===== config.mk =====
export PLATFORM = sky130hd
export DESIGN_NAME = ber_front
export DESIGN_NICKNAME = d
export VERILOG_FILES = /design/src/rtl/core/ber_pkg.sv /design/src/rtl/core/ber_front.sv
export SDC_FILE = /design/constraint.sdc
export NUM_CORES = 1
export LEC_CHECK = 0
export BUFFER_PORTS_ARGS = -buffer_cell sky130_fd_sc_hd__buf_4
export CORE_MARGIN = 1.5
export CORE_UTILIZATION = 28
export CTS_CLUSTER_DIAMETER = 50
export DETAILED_ROUTE_END_ITERATION = 12
export GPL_TIMING_DRIVEN = 0
export MAX_ROUTING_LAYER = met4
export PLACE_DENSITY = 0.52
export SLEW_MARGIN = 25
export SYNTH_ARGS = -nofsm -noshare
export SYNTH_HDL_FRONTEND = slang
export SYNTH_SLANG_ARGS = --single-unit

===== constraint.sdc =====
create_clock -name clk -period 2.9 [get_ports clk]
set_input_delay 0.29 -clock clk [delete_from_list [all_inputs] [get_ports clk]]
set_output_delay 0.29 -clock clk [all_outputs]
set_load 0.005 [all_outputs]

===== src/rtl/core/ber_pkg.sv =====
package ber_pkg;

  localparam int unsigned MAX_BYTES  = 32'd16777216;
  localparam int unsigned BINS       = 256;
  localparam int unsigned BIN_W      = 8;
  localparam int unsigned CNT_W      = 25;
  localparam logic [CNT_W-1:0] COUNT_LIMIT =
    (MAX_BYTES > 33554431) ? 25'h1FFFFFF : MAX_BYTES[CNT_W-1:0];
  localparam int unsigned LOG_W      = 35;  // k (5 bits) . 30 fraction bits
  localparam int unsigned ACC_W      = 61;
  localparam int unsigned ENT_W      = 20;
  localparam int unsigned RAT_W      = 17;
  localparam logic [ENT_W-1:0] ENTROPY_MAX = 20'd524288;
  localparam logic [RAT_W-1:0] RATIO_ONE   = 17'd65536;
  localparam int unsigned QDEPTH     = 4;
  localparam int unsigned QPTR_W     = 2;

  // one classified beat handed from front to back
  typedef struct packed {
    logic [BIN_W-1:0] byte_value;
    logic             carries_byte;
    logic             last;
  } beat_t;

endpackage


===== src/rtl/core/ber_front.sv =====
module ber_front (
  input  logic          clk,
  input  logic          rst_n,
  input  logic          start,
  output logic          busy,
  input  logic [7:0]    in_byte_value,
  input  logic          in_carries_byte,
  input  logic          in_last,
  output logic          q_valid,
  output ber_pkg::beat_t q_beat,
  input  logic          q_pop
);
  import ber_pkg::*;

  beat_t             mem_r [QDEPTH];
  logic [QPTR_W-1:0] wr_r, rd_r;
  logic [QPTR_W:0]   fill_r, fill_nxt;
  logic              push;

  assign busy    = (fill_r == (QPTR_W+1)'(QDEPTH)) ? 1'b1 : 1'b0;
  assign push    = start && !busy && (in_carries_byte || in_last);
  assign q_valid = (fill_r != '0);
  assign q_beat  = mem_r[rd_r];

  // fill count
  always_comb begin
    fill_nxt = fill_r + (QPTR_W+1)'(push) - (QPTR_W+1)'(q_pop && q_valid);
  end

  // queue storage
  always_ff @(posedge clk) begin
    if (push) begin
      mem_r[wr_r] <= '{byte_value: in_byte_value, carries_byte: in_carries_byte,
                       last: in_last};
    end
  end

  // pointers
  always_ff @(posedge clk) begin
    if (!rst_n) begin
      wr_r <= '0; rd_r <= '0; fill_r <= '0;
    end else begin
      if (push) wr_r <= wr_r + 1'b1;
      if (q_pop && q_valid) rd_r <= rd_r + 1'b1;
      fill_r <= fill_nxt;
    end
  end

  a_fill_bound: assert property (@(posedge clk) disable iff (!rst_n)
    fill_r <= (QPTR_W+1)'(QDEPTH)) else $error("queue overfilled");
  a_no_push_full: assert property (@(posedge clk) disable iff (!rst_n)
    busy |-> !push) else $error("push into full queue");
  a_fill_step: assert property (@(posedge clk) disable iff (!rst_n)
    (push && !q_pop) |=> fill_r == $past(fill_r) + 1'b1) else $error("fill step");

endmodule


======== Word level (Yosys, flattened, before mapping) ========
Memory sizes are Yosys's and may differ from the RTL's. A register that Yosys moved wholly into a read port is not among the register bits.
Cells that the tools add are included.
word-level totals
  bits in registers ....................... 7
  output and inout bits ................... 12
  memories ................................ 1
  word-level logic and storage cells ...... 20
  bits in writable memories ............... 40
  input port bits ......................... 14
operators by class
  reductions and logical operators ........ 6
  add/subtract/negate cells ............... 4
  muxes and demuxes ....................... 5
  eq/ne operators ......................... 1
memories
  name   words  bits a word  read ports  clocked after memory_dff  wr ports  RTL line         source
  mem_r  4      10           1           1                         1         ber_front.sv:15  beat_t mem_r [QDEPTH];
operators by type and width
  operator                                                       number
  2-bit by 1-bit adder with 2-bit output, second input constant  2
  2-bit two-way mux                                              2
  3-bit by 1-bit adder with 3-bit output                         1
  3-bit == test, second input constant                           1
  1-bit logical AND                                              3
  1-bit two-way mux                                              3
  3-bit nonzero test                                             1
  3-bit by 1-bit subtractor with 3-bit output                    1
  1-bit logical NOT                                              1
  1-bit logical OR                                               1

======== Logic depth before layout (Yosys ltp) ========
Gate-level depths: netlist (run 1).
  depth in word-level cells ............... 7
  mapped depth ............................ 11
  gate-level depth less buffers ........... 11

======== Least setup slack after synthesis (run 1) ========
Ideal clock, no wire load.
  path type ............................... register to register
  from .................................... reg fill_r[1]
  to ...................................... reg fill_r[2]
  data required time ...................... 2.785 ns
  path buffers ............................ 0
  clock period less this slack ............ 2.135 ns
  setup time .............................. 0.115 ns
  slack ................................... 0.765 ns
  stages on the path, launching flop included .. 12
  arrival time ............................ 2.020 ns
  path through ............................ dfxtp_1 nor3b_2 nor2_2 inv_1 ha_1 inv_1 ha_1 inv_1 fa_1 xnor2_1 xnor2_1 and2_1
on the way
  cells in the longest elaborated chain, start to end .. 7
  elaborated cells on any way between the ends .. 9
  those cells by class .................... add/sub (2); eq/ne (1); mux (1); reduce/logical (5)
RTL lines
  element                                      RTL line         source
  start: declaration                           ber_front.sv:17  logic [QPTR_W:0] fill_r, fill_nxt;
  start signal: assignment                     ber_front.sv:45  fill_r <= fill_nxt;
  3-bit == test                                ber_front.sv:20  assign busy = (fill_r == (QPTR_W+1)'(QDEPTH)) ? 1'b1 : 1'b0;
  1-bit two-way mux                            ber_front.sv:20
  net busy                                     ber_front.sv:5   output logic busy,
  1-bit logical NOT                            ber_front.sv:21  assign push = start && !busy && (in_carries_byte || in_last);
  1-bit logical AND (2 in a row)               ber_front.sv:21
  3-bit by 1-bit adder with 3-bit output       ber_front.sv:27  fill_nxt = fill_r + (QPTR_W+1)'(push) - (QPTR_W+1)'(q_pop && q_valid);
  3-bit by 1-bit subtractor with 3-bit output  ber_front.sv:27
The timed path passes the listed nets, and every way through them passes these cells.
A chain may end at the register's enable or synchronous reset.

======== Worst setup path after layout (run 1) ========
  from .................................... reg fill_r[1]
  to ...................................... reg fill_r[2]
on the way
  cells in the longest elaborated chain, start to end .. 7
  elaborated cells on any way between the ends .. 9
  those cells by class .................... add/sub (2); eq/ne (1); mux (1); reduce/logical (5)
RTL lines
  element                                          RTL line
  3-bit == test                                    ber_front.sv:20
  1-bit two-way mux                                ber_front.sv:20
  1-bit logical NOT                                ber_front.sv:21
  1-bit logical AND (2 in a row)                   ber_front.sv:21
  3-bit by 1-bit adder with 3-bit output           ber_front.sv:27
  3-bit by 1-bit subtractor with 3-bit output (*)  ber_front.sv:27
Mark *: on every way between the ends. The rest lies on a longest branch, timed or not.

==> metrics, run 1 <==
routability cong.=0.697; post-route cell area=2300 um^2; placed insts=201; Least-Margin Pin Slew=0.552 ns; Final Non-Filler Cells=208; DR vias/cell=4.49; worst-path fanout max=6; DR vias=934; wire per inst=14.9 um; Max Cap Viol=0; Critical-path top delay cell=dfxtp_1; Unique masters post-synth=21; max-slew violations=0; total clock sinks=49; post-synthesis xor/xnor area fraction=1.83%; H-tree depth=2; Nets=152; Post-Syn Nets=120; Yosys reg bits=49; initial antenna violation count=0; arrival time at the worst endpoint=2.53 ns; row cnt=29; final worst path period share=81.0%; Resize count post-CTS=0; WL final=3100 um; RSZ-0062 raised after global routing=false; synth cell count leaders=40 x edfxtp_1, 10 x mux4_2, 9 x dfxtp_1; synthesized area=1920 um^2; largest area contributor in the netlist=edfxtp_1; Die Width=85.7 um; largest net degree at the start of global routing=15; Crit. End Element=flop; Syn-to-layout area delta=20.2%; critical-path cell list=nor3b_2 -> nor2_2 -> inv_1 -> ha_1 -> inv_1 -> ha_1 -> inv_1 -> fa_1 -> xnor2_1 -> xnor2_1 -> and2_1; CP peak stage delay=0.48 ns; GRT overflow=0; status=finished clean; Setup Total Neg Slack=0 ns; CTS tree=yes; share of layout cells above drive strength 1=36.6%; vias in the first global route=1,035; simple-gate share of the synthesized area=5.35%; Ys Warns=0; die height=85.7 um; Clk pin slew, worst setup/hold paths=0.08 ns; CP Buf/Inv Count=3; Port Buffers=25; Cell Area, Placed=2200 um^2; PwrDens=787 nW/um^2; Critical Path Start Type=flop; most frequent CP cell=inv_1; min-delay worst type=input pin to flop; CTS buffer count=5; Finished Core Util=35.5%; Remaining DRCs=0; Synth Flop Type=edfxtp_1; DPL Wire Length=2150 um; Synth Area in Adders=4.96%; Tot GR Track Use=9.61%; # IOs=26; cell with the most instances after synthesis=edfxtp_1; Synth Area in Compound Gates=1.89%; Initial Utilization=29.5%; core area=6490 um^2; first-pass GRT wire length=4950 um; hold buffers post-CTS=0; post-CTS setup buffers=0; post-route ant nets=0; clk_lat worst skew=0.29 ns; root buffer cell=clkbuf_8; Worst Skew=0.00365 ns; CTS max path bufs=2; final hold violations=0; mux share of post-synthesis cell area=12.3%; Max Freq=426 MHz; critical path's top delay family=adder cells; DRT Pass-1 Iters=4; die area=7350 um^2; Async S/R FF share, synth=0%; Synth top area share=62.7%; Setup violations, final=0; EDFF count, synth=40; PnR Total Power=1.81 mW; Inserted Diodes=0; top cells by area, synth=edfxtp_1 63%, mux4_2 12%, dfxtp_1 9.4%; violation count after the first detailed-routing iteration=68; Cells after Synth=99; Critical Path RT=3.09 ns; register area share after synthesis=72.1%; largest family of logic cells by synthesized area=multiplexers; min cycle time layout=2.35 ns; Max VDD drop=0.321 mV; Avg Inst Size Synth=19.4 um^2; Crit Path Category=flop to flop; Slew headroom=63.2%; Pleak=0.806 nW
cells in the final DEF, fill, tap and decap left out:
master	synthesis	final
o311ai_1	1	1
nand2_1	2	2
and2_1	7	7
o21ai_0	2	2
nor2_2	1	1
clkinv_2	0	1
mux4_2	10	10
xnor2_1	4	4
dfxtp_1	9	9
ha_1	6	6
or3_2	1	1
clkbuf_2	1	1
or3_1	1	1
inv_1	5	5
fa_1	1	1
edfxtp_1	40	40
clkbuf_8	0	5
bufinv_16	0	1
o31a_2	1	1
nor3b_2	1	1
mux2i_1	1	1
buf_4	1	26
nor2b_1	3	3
a21boi_1	1	1
cells by family (layout without fill, tap and decap cells):
family / after synthesis / count (layout)
DFF: 49 / 49
xor gates and xnor gates: 4 / 4
and+or+nand+nor: 16 / 16
muxes: 11 / 11
AOI/OAI and AO/OA: 5 / 5
buffers and inverters: 7 / 39
adders and majority gates: 7 / 7
path summary, 6_finish.rpt:
kind | startpoint | endpoint | slack (ns) | depth (start not counted)
worst max-delay path | fill_r[1] | fill_r[2] | 0.55 | 11
worst min-delay path | in_byte_value[1] | mem_r[1][3] | 0.20 | 1
worst max register to register | fill_r[1] | fill_r[2] | 0.55 | 11
worst min register to register | wr_r[1] | wr_r[1] | 0.50 | 2
sequential cells by signal, summed over array words and instances (netlist names), named ones only:
| signal | flops |
|---|---|
| fill_r | 3 |
| rd_r | 2 |
| mem_r | 40 |
| wr_r | 2 |
power by group:
group	switching (mW)	leakage (nW)	internal [mW]	total, mW
clock network	0.201	0.0540	0.250	0.452
registers	0.0469	0.439	0.838	0.885
logic	0.198	0.313	0.280	0.478
total	0.446	0.806	1.37	1.81
metal layers:
metal	vias to the layer above	GRT usage (%)	routed length, um
met1	457	10.2	1270
met3	5	3.08	172
met2	31	16.5	1610
li1	441	-	-
met4	0	3.96	42
met5	-	-	0
through the flow:
| step | setup WS, ns | hold WS, ns |
|---|---|---|
| floorplan | 0.765 | 0.389 |
| detailed placement | 0.538 | 0.495 |
| global placement | 0.640 | 0.479 |
| finish | 0.552 | 0.197 |
| CTS | 0.515 | 0.186 |
| global route | 0.304 | 0.181 |
layout make-up:
class                   instances  area (um^2)
flip-flops and latches         49         1380
well taps                      77         96.3
repair buffers                 25          188
plain buffers                   2         12.5
clock inverters                 2         35.0
fillers                       594         4190
multi-input cells              43          504
clock buffers                   5         68.8
inverters                       5         18.8
Power figures use the tool's default switching activity.
==> run 2, diff against run 1 <==
--- a/config.mk
+++ b/config.mk
@@ -5,6 +5,7 @@
 export SDC_FILE = /design/constraint.sdc
 export NUM_CORES = 1
 export LEC_CHECK = 0
+export ABC_AREA = 1
 export BUFFER_PORTS_ARGS = -buffer_cell sky130_fd_sc_hd__buf_4
 export CORE_MARGIN = 1.5
 export CORE_UTILIZATION = 28
@@ -12,7 +13,7 @@
 export DETAILED_ROUTE_END_ITERATION = 12
 export GPL_TIMING_DRIVEN = 0
 export MAX_ROUTING_LAYER = met4
-export PLACE_DENSITY = 0.52
+export PLACE_DENSITY = 0.53
 export SLEW_MARGIN = 25
 export SYNTH_ARGS = -nofsm -noshare
 export SYNTH_HDL_FRONTEND = slang
==> constraint.sdc (replaced) <==
create_clock -name clk -period 2.04 [get_ports clk]
set_input_delay 0.204 -clock clk [delete_from_list [all_inputs] [get_ports clk]]
set_output_delay 0.204 -clock clk [all_outputs]
set_load 0.005 [all_outputs]
==> metrics, run 2 <==
Ys Warns=0 (unchanged); share of layout cells above drive strength 1=26.2% (was 36.6%); Slew headroom=36.6% (was 63.2%); CTS max path bufs=2 (unchanged); CTS tree=yes (unchanged); min-delay worst type=input pin to flop (unchanged); Crit. End Element=flop (unchanged); Least-Margin Pin Slew=0.948 ns (was 0.552 ns); routability cong.=0.702 (was 0.697); DP Worst Slack=0.0903 ns (was 0.538 ns); top cells by area, synth=edfxtp_1 60%, dfxtp_1 9.0%, nor2_1 6.2% (was edfxtp_1 63%, mux4_2 12%, dfxtp_1 9.4%); Port Buffers=25 (unchanged); post-CTS setup buffers=0 (unchanged); core area=6870 um^2 (was 6490 um^2); die area=7670 um^2 (was 7350 um^2); DRT Pass-1 Iters=4 (unchanged); M2 GR Usage=16.5% (about the same); Synth top area share=60.0% (was 62.7%); die height=87.6 um (was 85.7 um); H-tree depth=2 (unchanged); Critical-path top delay cell=fa_1 (was dfxtp_1); cell with the most instances after synthesis=edfxtp_1 (unchanged); DR vias/cell=4.01 (was 4.49); initial antenna violation count=0 (unchanged); DR vias=1,196 (was 934); # IOs=26 (unchanged); GRT overflow=0 (unchanged); Crit Path Category=flop to flop (unchanged); hold buffers post-CTS=0 (unchanged); total clock sinks=49 (unchanged); RSZ-0062 raised after global routing=false (unchanged); synthesized area=2000 um^2 (was 1920 um^2); largest area contributor in the netlist=edfxtp_1 (unchanged); max-slew violations=0 (unchanged); Cells after Synth=169 (was 99); post-route cell area=2400 um^2 (was 2300 um^2); final hold violations=0 (unchanged); Worst Skew=0.00766 ns (was 0.00365 ns); reg2reg start=fill_r[1] (unchanged); synth cell count leaders=40 x edfxtp_1, 33 x nor2_1, 20 x o21ai_1 (was 40 x edfxtp_1, 10 x mux4_2, 9 x dfxtp_1); Max Cap Viol=0 (unchanged); Synth Flop Type=edfxtp_1 (unchanged); EDFF count, synth=40 (unchanged); row cnt=30 (was 29); Remaining DRCs=0 (unchanged); violation count after the first detailed-routing iteration=94 (was 68); Most flops, register=mem_r (unchanged); worst-path fanout max=4 (was 6); Tot GR Track Use=10.9% (was 9.61%); Hold Crit Depth=1 (unchanged); post-route ant nets=0 (unchanged); Post-Syn Nets=190 (was 120); status=finished clean (unchanged); Nets=222 (was 152); Async S/R FF share, synth=0% (unchanged); RR Endpoint=fill_r[2] (unchanged); Initial Utilization=29.1% (was 29.5%); Worst Hold Slack=0.105 ns (was 0.197 ns); Pleak=0.917 nW (was 0.806 nW); Setup Total Neg Slack=0 ns (unchanged); Inserted Diodes=0 (unchanged); Syn-to-layout area delta=19.8% (was 20.2%); PnR Total Power=2.63 mW (was 1.81 mW); largest net degree at the start of global routing=15 (unchanged); Max Freq=537 MHz (was 426 MHz); Resize count post-CTS=0 (unchanged); R2R depth=11 (unchanged); Setup violations, final=0 (unchanged); clk_lat worst skew=0.30 ns (was 0.29 ns); most frequent cells in the layout=40 x edfxtp_1, 31 x nor2_1, 25 x buf_4 (was 40 x edfxtp_1, 26 x buf_4, 10 x mux4_2); commonest non-fill, non-tap cell in the layout=edfxtp_1 (unchanged); Max VDD drop=0.540 mV (was 0.321 mV); Avg Inst Size Synth=11.8 um^2 (was 19.4 um^2); arrival time at the worst endpoint=2.05 ns (was 2.53 ns); first-pass GRT wire length=5700 um (was 4950 um); Critical Path RT=2.23 ns (was 3.09 ns); CP peak stage delay=0.38 ns (was 0.48 ns); min-delay src=in_byte_value[0] (was in_byte_value[1]); Most Crowded Layer GR=met2 (unchanged); Net Sw Frac=31.6% (was 24.6%); Net Sw Power=833 uW (was 446 uW); vias in the first global route=1,142 (was 1,035); internal power=1.80 mW (was 1.37 mW); Yosys reg bits=49 (unchanged); Unique masters post-synth=19 (was 21); PwrDens=1100 nW/um^2 (was 787 nW/um^2); Cell Area, Placed=2310 um^2 (was 2200 um^2); critical-path cell list=nor2_4 -> nand2_2 -> nand2_2 -> inv_2 -> ha_1 -> inv_1 -> ha_1 -> inv_1 -> fa_1 -> nor2_1 -> nor2_1 (was nor3b_2 -> nor2_2 -> inv_1 -> ha_1 -> inv_1 -> ha_1 -> inv_1 -> fa_1 -> xnor2_1 -> xnor2_1 -> and2_1); DPL Wire Length=2330 um (was 2150 um); met1 usage=13.5% (was 10.2%); share of power burned in registers=48.5% (was 48.8%); register area share after synthesis=69.0% (was 72.1%); WHS Endpoint=mem_r[0][2] (was mem_r[1][3]); r2r setup slk=0.18 ns (was 0.55 ns); wire per inst=12.1 um (was 14.9 um); final worst path period share=91.3% (was 81.0%); met3 Use GR=2.64% (was 3.08%); Comb power frac=31.1% (was 26.3%); post-route setup slack=0.178 ns (was 0.552 ns); CTS buffer count=5 (unchanged); root buffer cell=clkbuf_8 (unchanged); WL final=3610 um (was 3100 um); biggest regs=mem_r (40), fill_r (3) (unchanged); max reg flops=40 (unchanged); Critical Path Start Type=flop (unchanged); clock network power share=20.4% (was 24.9%); min cycle time layout=1.86 ns (was 2.35 ns); Die Width=87.6 um (was 85.7 um); Clk pin slew, worst setup/hold paths=0.08 ns (about the same)
==> run 2: cell count changes after synthesis, moves of 3 or more <==
cell,previous run,this run
nor2_1,0,33
o21ai_1,0,20
inv_1,5,14
xnor2_1,4,0
nand2_1,2,14
nor2b_1,3,0
mux4_2,10,0
o22ai_1,0,10
inv_2,0,5
and2_1,7,0
buf_2,0,5
==> run 2: metal layers <==
| layer | part of all wire [%] | vias up |
|---|---|---|
| met4 | 1.8 | 0 |
| met1 | 49 | 527 |
| met2 | 46 | 24 |
| met3 | 3.7 | 8 |
| li1 | - | 637 |
| met5 | 0 | - |
==> run 2: power by group through the flow <==
stage | Clock (mW) | Sequential [mW] | Combinational [mW]
detailed placement | 0 | 1.30 | 0.834
CTS | 0.561 | 1.28 | 0.837
floorplan | 0 | 1.29 | 0.510
global placement | 0 | 1.30 | 0.832
finish | 0.537 | 1.28 | 0.819
global route | 0.593 | 1.29 | 0.926
==> run 2: stage by stage <==
step / utilization [%] / std cells
3_3_place_gp: 33.6 / 290
2_1_floorplan: - / 169
5_1_grt: 34.9 / 298
6_report: 34.9 / 298
4_1_cts: 34.8 / 298
3_5_place_dp: 33.6 / 290
==> run 2: cells by family (layout without fill, tap and decap cells) <==
family,count (synthesis),in the layout,synth area share [%]
AO/OA/AOI/OAI,32,32,8.81
adder cells (fa/ha/maj),7,7,4.75
buffers and inverters,24,57,4.81
flip-flops,49,49,69.0
AND/OR/NAND/NOR,57,57,12.6
==> run 2: area by class of cell <==
cell class | count | area [um^2]
Inverter | 19 | 71.3
Tap cell | 96 | 120
Fill cell | 680 | 4470
Buffer | 5 | 25.0
Sequential cell | 49 | 1380
Clock buffer | 6 | 72.6
Clock inverter | 2 | 10.0
Multi-Input combinational cell | 96 | 529
Timing Repair Buffer | 25 | 188
==> run 2: how the worst max path moves through the flow <==
stage | from | endpoint | slack, ns | cells after the start
3_5_place_dp | fill_r[1] | mem_r[3][5] | 0.09 | 4
2_1_floorplan | fill_r[1] | fill_r[2] | 0.25 | 11
4_1_cts | fill_r[1] | mem_r[3][9] | 0.07 | 4
3_3_place_gp | fill_r[1] | mem_r[3][5] | 0.12 | 4
5_1_grt | fill_r[1] | fill_r[2] | 0.04 | 11
6_report | fill_r[1] | fill_r[2] | 0.18 | 11
==> run 2: critical path: cells and delay by family (launching register included) <==
family / cells / cell delay, ns
adder cells (fa/ha/maj): 3 / 0.77
AND/OR/NAND/NOR: 5 / 0.47
flip-flops: 1 / 0.36
buffers and inverters: 3 / 0.15
